==> src/rtl/core/piq_pkg.sv <==
`timescale 1ns / 1ps

package piq_pkg;

    localparam int QUEUE_DEPTH = 16;
    localparam int POS_W       = $clog2(QUEUE_DEPTH);
    localparam int OCC_W       = $clog2(QUEUE_DEPTH + 1);
    localparam int PRI_W       = 8;
    localparam int SEQ_W       = 32;
    localparam int HND_W       = 16;

    typedef enum logic [1:0] {
        ST_OK    = 2'd0,
        ST_FULL  = 2'd1,
        ST_EMPTY = 2'd2
    } t_status;

    typedef enum logic {
        FUNC_ENQ  = 1'b0,
        FUNC_TAKE = 1'b1
    } t_func;

    typedef struct packed {
        logic [PRI_W-1:0] pri;
        logic [SEQ_W-1:0] seq;
        logic [HND_W-1:0] hnd;
    } t_entry;

    typedef struct packed {
        logic enq;
        logic take;
    } t_cell_ctl;

endpackage

==> src/rtl/core/priority_insertion_queue.sv <==
`timescale 1ns / 1ps
// channel   | signals                                                 | handshake
// ----------+---------------------------------------------------------+----------------------
// command   | i_func i_priority_req i_seq_num i_msg_handle            | start, busy
// result    | o_status o_position o_out_handle o_occupancy            | o_strobe, one cycle
//
// one transaction per cycle: every slot compares and shifts in the same cycle
// the result appears with o_strobe in the cycle after the transaction is taken
// synchronous reset empties the queue; busy is high during it and in the cycle after it
// results cannot be stalled; the receiver takes each one in its strobe cycle

module priority_insertion_queue import piq_pkg::*; (
    input  logic             i_clk,
    input  logic             i_rst_n,
    input  logic             start,
    output logic             busy,
    input  logic             i_func,
    input  logic [PRI_W-1:0] i_priority_req,
    input  logic [SEQ_W-1:0] i_seq_num,
    input  logic [HND_W-1:0] i_msg_handle,
    output logic             o_strobe,
    output logic [1:0]       o_status,
    output logic [POS_W-1:0] o_position,
    output logic [HND_W-1:0] o_out_handle,
    output logic [OCC_W-1:0] o_occupancy
);

    t_entry              c_entry [QUEUE_DEPTH];
    logic [QUEUE_DEPTH-1:0] c_valid;
    logic [QUEUE_DEPTH-1:0] c_beat;
    t_entry              new_entry;
    t_cell_ctl           ctl;

    logic                r_rdy;
    logic [OCC_W-1:0]    r_count;
    logic [OCC_W-1:0]    n_count;
    logic                r_strobe;
    t_status             r_status;
    t_status             n_status;
    logic [POS_W-1:0]    r_pos;
    logic [POS_W-1:0]    n_pos;
    logic [HND_W-1:0]    r_hnd;
    logic [HND_W-1:0]    n_hnd;
    logic [POS_W-1:0]    ins_pos;

    logic accept;
    logic full;
    logic empty;

    assign busy      = !r_rdy;
    assign accept    = start && r_rdy;
    assign full      = (r_count == OCC_W'(QUEUE_DEPTH));
    assign empty     = (r_count == '0);
    assign new_entry = '{pri: i_priority_req, seq: i_seq_num, hnd: i_msg_handle};

    assign ctl.enq  = accept && (i_func == FUNC_ENQ) && !full;
    assign ctl.take = accept && (i_func == FUNC_TAKE) && !empty;

    for (genvar g = 0; g < QUEUE_DEPTH; g++) begin : g_cell
        if (g == 0) begin : g_head
            piq_cell u_cell (
                .i_clk        (i_clk),
                .i_rst_n      (i_rst_n),
                .i_ctl        (ctl),
                .i_new        (new_entry),
                .i_prev_entry (new_entry),
                .i_prev_valid (1'b0),
                .i_prev_beat  (1'b0),
                .i_next_entry (c_entry[g+1]),
                .i_next_valid (c_valid[g+1]),
                .o_entry      (c_entry[g]),
                .o_valid      (c_valid[g]),
                .o_beat       (c_beat[g])
            );
        end else if (g == QUEUE_DEPTH - 1) begin : g_tail
            piq_cell u_cell (
                .i_clk        (i_clk),
                .i_rst_n      (i_rst_n),
                .i_ctl        (ctl),
                .i_new        (new_entry),
                .i_prev_entry (c_entry[g-1]),
                .i_prev_valid (c_valid[g-1]),
                .i_prev_beat  (c_beat[g-1]),
                .i_next_entry (new_entry),
                .i_next_valid (1'b0),
                .o_entry      (c_entry[g]),
                .o_valid      (c_valid[g]),
                .o_beat       (c_beat[g])
            );
        end else begin : g_mid
            piq_cell u_cell (
                .i_clk        (i_clk),
                .i_rst_n      (i_rst_n),
                .i_ctl        (ctl),
                .i_new        (new_entry),
                .i_prev_entry (c_entry[g-1]),
                .i_prev_valid (c_valid[g-1]),
                .i_prev_beat  (c_beat[g-1]),
                .i_next_entry (c_entry[g+1]),
                .i_next_valid (c_valid[g+1]),
                .o_entry      (c_entry[g]),
                .o_valid      (c_valid[g]),
                .o_beat       (c_beat[g])
            );
        end
    end

    // the insertion slot is the only beaten slot whose left neighbor was not beaten
    always_comb begin
        ins_pos = '0;
        for (int i = 0; i < QUEUE_DEPTH; i++) begin
            if (c_beat[i] && ((i == 0) || !c_beat[(i == 0) ? 0 : i - 1])) begin
                ins_pos = ins_pos | POS_W'(i);
            end
        end
    end

    always_comb begin
        n_count  = r_count;
        n_status = ST_OK;
        n_pos    = '0;
        n_hnd    = '0;
        if (i_func == FUNC_ENQ) begin
            if (full) begin
                n_status = ST_FULL;
            end else begin
                n_pos   = ins_pos;
                n_count = r_count + OCC_W'(1);
            end
        end else begin
            if (empty) begin
                n_status = ST_EMPTY;
            end else begin
                n_hnd   = c_entry[0].hnd;
                n_count = r_count - OCC_W'(1);
            end
        end
    end

    always_ff @(posedge i_clk) begin
        if (!i_rst_n) begin
            r_rdy    <= 1'b0;
            r_count  <= '0;
            r_strobe <= 1'b0;
        end else begin
            r_rdy    <= 1'b1;
            r_strobe <= accept;
            if (accept) begin
                r_count <= n_count;
            end
        end
    end

    always_ff @(posedge i_clk) begin
        if (accept) begin
            r_status <= n_status;
            r_pos    <= n_pos;
            r_hnd    <= n_hnd;
        end
    end

    assign o_strobe     = r_strobe;
    assign o_status     = r_status;
    assign o_position   = r_pos;
    assign o_out_handle = r_hnd;
    assign o_occupancy  = r_count;

endmodule

==> src/rtl/core/piq_cell.sv <==
`timescale 1ns / 1ps

module piq_cell import piq_pkg::*; (
    input  logic      i_clk,
    input  logic      i_rst_n,
    input  t_cell_ctl i_ctl,
    input  t_entry    i_new,
    input  t_entry    i_prev_entry,
    input  logic      i_prev_valid,
    input  logic      i_prev_beat,
    input  t_entry    i_next_entry,
    input  logic      i_next_valid,
    output t_entry    o_entry,
    output logic      o_valid,
    output logic      o_beat
);

    t_entry r_entry;
    t_entry n_entry;
    logic   r_valid;
    logic   n_valid;

    // new entry wins over this slot, or this slot is free
    assign o_beat = !r_valid || (i_new.pri > r_entry.pri) ||
                    ((i_new.pri == r_entry.pri) && (i_new.seq < r_entry.seq));

    always_comb begin
        n_entry = r_entry;
        n_valid = r_valid;
        if (i_ctl.enq) begin
            if (o_beat && !i_prev_beat) begin
                n_entry = i_new;
                n_valid = 1'b1;
            end else if (o_beat) begin
                n_entry = i_prev_entry;
                n_valid = i_prev_valid;
            end
        end else if (i_ctl.take) begin
            n_entry = i_next_entry;
            n_valid = i_next_valid;
        end
    end

    always_ff @(posedge i_clk) begin
        r_entry <= n_entry;
        if (!i_rst_n) begin
            r_valid <= 1'b0;
        end else begin
            r_valid <= n_valid;
        end
    end

    assign o_entry = r_entry;
    assign o_valid = r_valid;

endmodule

==> config.mk <==
export PLATFORM = sky130hd
export DESIGN_NAME = priority_insertion_queue
export DESIGN_NICKNAME = d
export VERILOG_FILES = /design/src/rtl/core/piq_pkg.sv /design/src/rtl/core/priority_insertion_queue.sv /design/src/rtl/core/piq_cell.sv
export SDC_FILE = /design/constraint.sdc
export NUM_CORES = 2
export LEC_CHECK = 0
export ABC_AREA = 1
export BUFFER_PORTS_ARGS = -buffer_cell sky130_fd_sc_hd__buf_2
export CAP_MARGIN = 5
export CORE_MARGIN = 8
export CORE_UTILIZATION = 38
export DETAILED_ROUTE_END_ITERATION = 10
export GPL_ROUTABILITY_DRIVEN = 0
export PLACE_DENSITY = 0.57
export SYNTH_ARGS = -nofsm -noshare
export SYNTH_HDL_FRONTEND = slang
export SYNTH_SLANG_ARGS = --single-unit
==> constraint.sdc <==
create_clock -name i_clk -period 4.2 [get_ports i_clk]
set_input_delay 0.21 -clock i_clk [delete_from_list [all_inputs] [get_ports i_clk]]
set_output_delay 0.21 -clock i_clk [all_outputs]
set_load 0.02 [all_outputs]
==> run_results.csv <==
group,metric,value,unit
outcome,status,"complete, no violations",
sta,slew_headroom,27.66,%
sta,tightest_slew,1074,ps
sta,setup_viol_count_final,0,
global_routing,antenna_found_initial,5,
routing,avgRoutedWirePerCell,22.09,µm
layout,utilization,42.90,%
routing,drtIter0Drc,5525,
yosys,synth.area.top_cells,"edfxtp_1 (45%), ha_1 (13%), o21ai_0 (12%), nand2_1 (7.4%), a21oi_1 (6.8%)",
setup_path,arrival,4550,ps
routing,ant_nets,0,
sta,post-route-period-util,97.12,%
cts,postCtsResizedCells,0,
yosys,syn-instance-count,7353,
layout,layout_commonest_cell,"o21ai_0",
setup_path,reg2reg_depth,13,
sta,fmax,245.2,MHz
cts,root_buffer,"clkbuf_16",
layout,layout.nets,7999,
global_routing,grt_overflow,0,
global_routing,grt_pass1_vias,50640,
floorplanning,start_util,38.10,%
layout,drive_gt1_share,6.278,%
cts,cts.sinks,941,
setup_path,cp-end-kind,"flop",
setup_path,cp_slowest_cell,"nor4_1",
floorplanning,dieHeight,419.1,µm
cts,clk_pin_slew_worst_paths,60,ps
sta,grt_setup_unrepaired,"false",
layout,n_fill_cell,16020,
floorplanning,coreArea,162000,µm²
yosys,synth-seq-cells,941,
hold_path,worstHoldEndpoint,"g_cell[15].g_tail.u_cell.o_entry[37]$_DFFE_PP_",
hold_path,hold_depth,3,
cts,cts_tree,"built",
yosys,synth_edf_count,918,
floorplanning,rows,148,
yosys,synthArstFlopShare,0,%
setup_path,cpMostUsedCell,"nand2_1",
yosys,netlist-cell-type-count,41,
cts,clock_latency,770,ps
layout,most-common-layout-cells,"o21ai_0 (1,455), nand2_1 (1,205), inv_1 (1,095)",
global_routing,grt_max_degree,197,
cts,clockBufferDepth,3,
floorplanning,die-area,175600,µm²
sta,fin_skew,45.46,ps
yosys,synth_top_cell_area_share,44.65,%
cts,post-cts-setup-buffer-count,0,
routing,first_pass_iters,6,
layout,regArea,28030,µm²
setup_path,rrSetupSlack,120,ps
setup_path,crit_chain,"inv_1 > ha_1 > nand2_1 > nor2_1 > buf_4 > nand4_1 > nor4_1 > nand2_1 > nand2_1 > nand2_1 > o21ai_0 > clkinv_2 > buf_4",
power_and_ir_drop,powerDensity,385.6,nW/µm²
layout,multi_input_area,27770,µm²
floorplanning,die_w,419.1,µm
setup_path,cp_max_fo,18,
layout,area_growth,12.60,%
placed_design,dp.final_hpwl,141100,µm
sta,drv_slew,0,
cts,numCtsBuffers,112,
sta,period_needed,4079,ps
yosys,yosysTopAreaCell,"edfxtp_1",
placed_design,port_buffers,88,
setup_path,r2r_end,"g_cell[5].g_mid.u_cell.o_entry[43]$_DFFE_PP_",
yosys,ys_seq_area_share,45.40,%
hold_path,hold_start,"i_seq_num[21]",
routing,vias,52910,
setup_path,critPathKind,"reg -> reg",
yosys,netlist_area,61730,µm²
global_routing,track_usage,23.36,%
flow_run,drv_cap,0,
yosys,ys.flop_type,"edfxtp_1",
routing,via_per_inst,5.521,
power_and_ir_drop,vdd_drop_max,385.1,µV
cts,htreeDepth,3,
yosys,synth_area_per_cell,8.396,µm²
cts,cts_hold_buf,30,
setup_path,cp.required,4670,ps
routing,wirelength,211700,µm
sta,whs,70.79,ps
setup_path,rr_startpoint,"g_cell[5].g_mid.u_cell.o_entry[39]$_DFFE_PP_",
hold_path,hp-class,"in -> reg",
global_routing,grt_pass1_wl,317200,µm
yosys,yosysWarnings,0,
power_and_ir_drop,leakage,29.83,nW
sta,hold_viol_final,0,
routing,remaining_drc_errors,0,
floorplanning,boundaryPins,89,
yosys,synth_fp_nets,8041,
setup_path,max_stage_delay,840,ps
setup_path,cp-start-kind,"flop",
[where the power goes]
| group | internal (W) | leakage, nW | switching [W] | total [W] |
|---|---|---|---|---|
| clock | 0.00633 | 1.94 | 0.00438 | 0.0107 |
| sequential | 0.0112 | 8.72 | 0.000164 | 0.0113 |
| combinational | 0.00136 | 19.2 | 0.00342 | 0.00478 |
[critical path: cells and delay by family (launching register included)]
| family | cells | cell delay, ps |
|---|---|---|
| and+or+nand+nor | 7 | 1760 |
| DFF | 1 | 320 |
| adders and majority gates | 1 | 300 |
| AOI/OAI and AO/OA | 1 | 240 |
| buffers and inverters | 4 | 1160 |
[state kept, by name, indices dropped and copies added, names as in the netlist]
signal and flops:
o_occupancy 5, o_status 2, g_cell.g_tail.u_cell.o_valid 1, g_cell.g_tail.u_cell.o_entry 56, r_rdy 1, g_cell.g_head.u_cell.o_entry 56, g_cell.g_head.u_cell.o_valid 1, o_position 4
o_out_handle 16, g_cell.g_mid.u_cell.o_valid 14, g_cell.g_mid.u_cell.o_entry 784, o_strobe 1
[routing by layer]
| layer | global-route usage, % | up-vias | wire length (µm) |
|---|---|---|---|
| li1 | - | 25210 | - |
| met1 | 31.71 | 25140 | 89550 |
| met2 | 38.16 | 2140 | 97540 |
| met3 | 3.681 | 418 | 16840 |
| met4 | 7.670 | 4 | 7758 |
| met5 | 0 | - | 22 |
[kinds of logic after synthesis]
kind of cell    synth area share, %
compound gates                20.14
simple gates                  11.86
buf+inv                       9.814
flops                         45.40
fa+ha+maj                     12.74
xor+xnor                    0.04257
[worst max path at each step]
stage                                                 start                                            to  slack [ps]  cells past startpoint
2_1_floorplan  g_cell[2].g_mid.u_cell.o_entry[55]$_DFFE_PP_   g_cell[2].g_mid.u_cell.o_entry[0]$_DFFE_PP_        1030                     13
3_3_place_gp                                  i_seq_num[23]  g_cell[5].g_mid.u_cell.o_entry[36]$_DFFE_PP_         -10                     13
3_5_place_dp                                  i_seq_num[23]  g_cell[5].g_mid.u_cell.o_entry[37]$_DFFE_PP_          10                     13
4_1_cts        g_cell[5].g_mid.u_cell.o_entry[39]$_DFFE_PP_  g_cell[5].g_mid.u_cell.o_entry[43]$_DFFE_PP_         280                     13
5_1_grt        g_cell[5].g_mid.u_cell.o_entry[39]$_DFFE_PP_  g_cell[5].g_mid.u_cell.o_entry[43]$_DFFE_PP_          80                     13
6_report       g_cell[5].g_mid.u_cell.o_entry[39]$_DFFE_PP_  g_cell[5].g_mid.u_cell.o_entry[43]$_DFFE_PP_         120                     13
[area by class of cell]
type | count | share of cell area [%]
timing repair buffer | 278 | 4.000
inverter | 1119 | 6.086
clock inverter | 74 | 1.476
sequential | 941 | 40.32
antenna | 1 | 0.003600
clock buffer | 136 | 4.248
tap | 2175 | 3.915
multi-input combinational | 4859 | 39.95
[per-stage QoR]
step | setup WS [ps] | cell area (µm²) | std cells | setup TNS, ps | power, W
2_1_floorplan | 1030 | 61730 | 7353 | 0 | 0.01429
3_3_place_gp | -13.57 | 65230 | 9342 | -100.1 | 0.01608
3_5_place_dp | 13.88 | 65230 | 9342 | 0 | 0.01620
4_1_cts | 277.2 | 69510 | 9582 | 0 | 0.02691
5_1_grt | 77.05 | 69510 | 9583 | 0 | 0.02786
6_report | 121.0 | 69510 | 9583 | 0 | 0.02680
[synth_stat cells (4+ instances only)]
master,instances
o21ai_0,1455
nand4_1,47
nand2_2,4
buf_1,25
o21ai_1,59
o22ai_1,17
nand2_1,1213
a211oi_1,8
nor4_1,14
dfxtp_1,23
edfxtp_1,918
inv_1,1115
o21a_1,26
ha_1,627
nor2_1,158
clkbuf_1,297
a21oi_1,840
a31oi_1,5
a21o_1,5
buf_4,12
nor3_1,19
o211ai_1,19
nand3_1,319
and3_1,4
buf_6,9
buf_2,90
No activity file was read; power rests on OpenSTA's default activity.
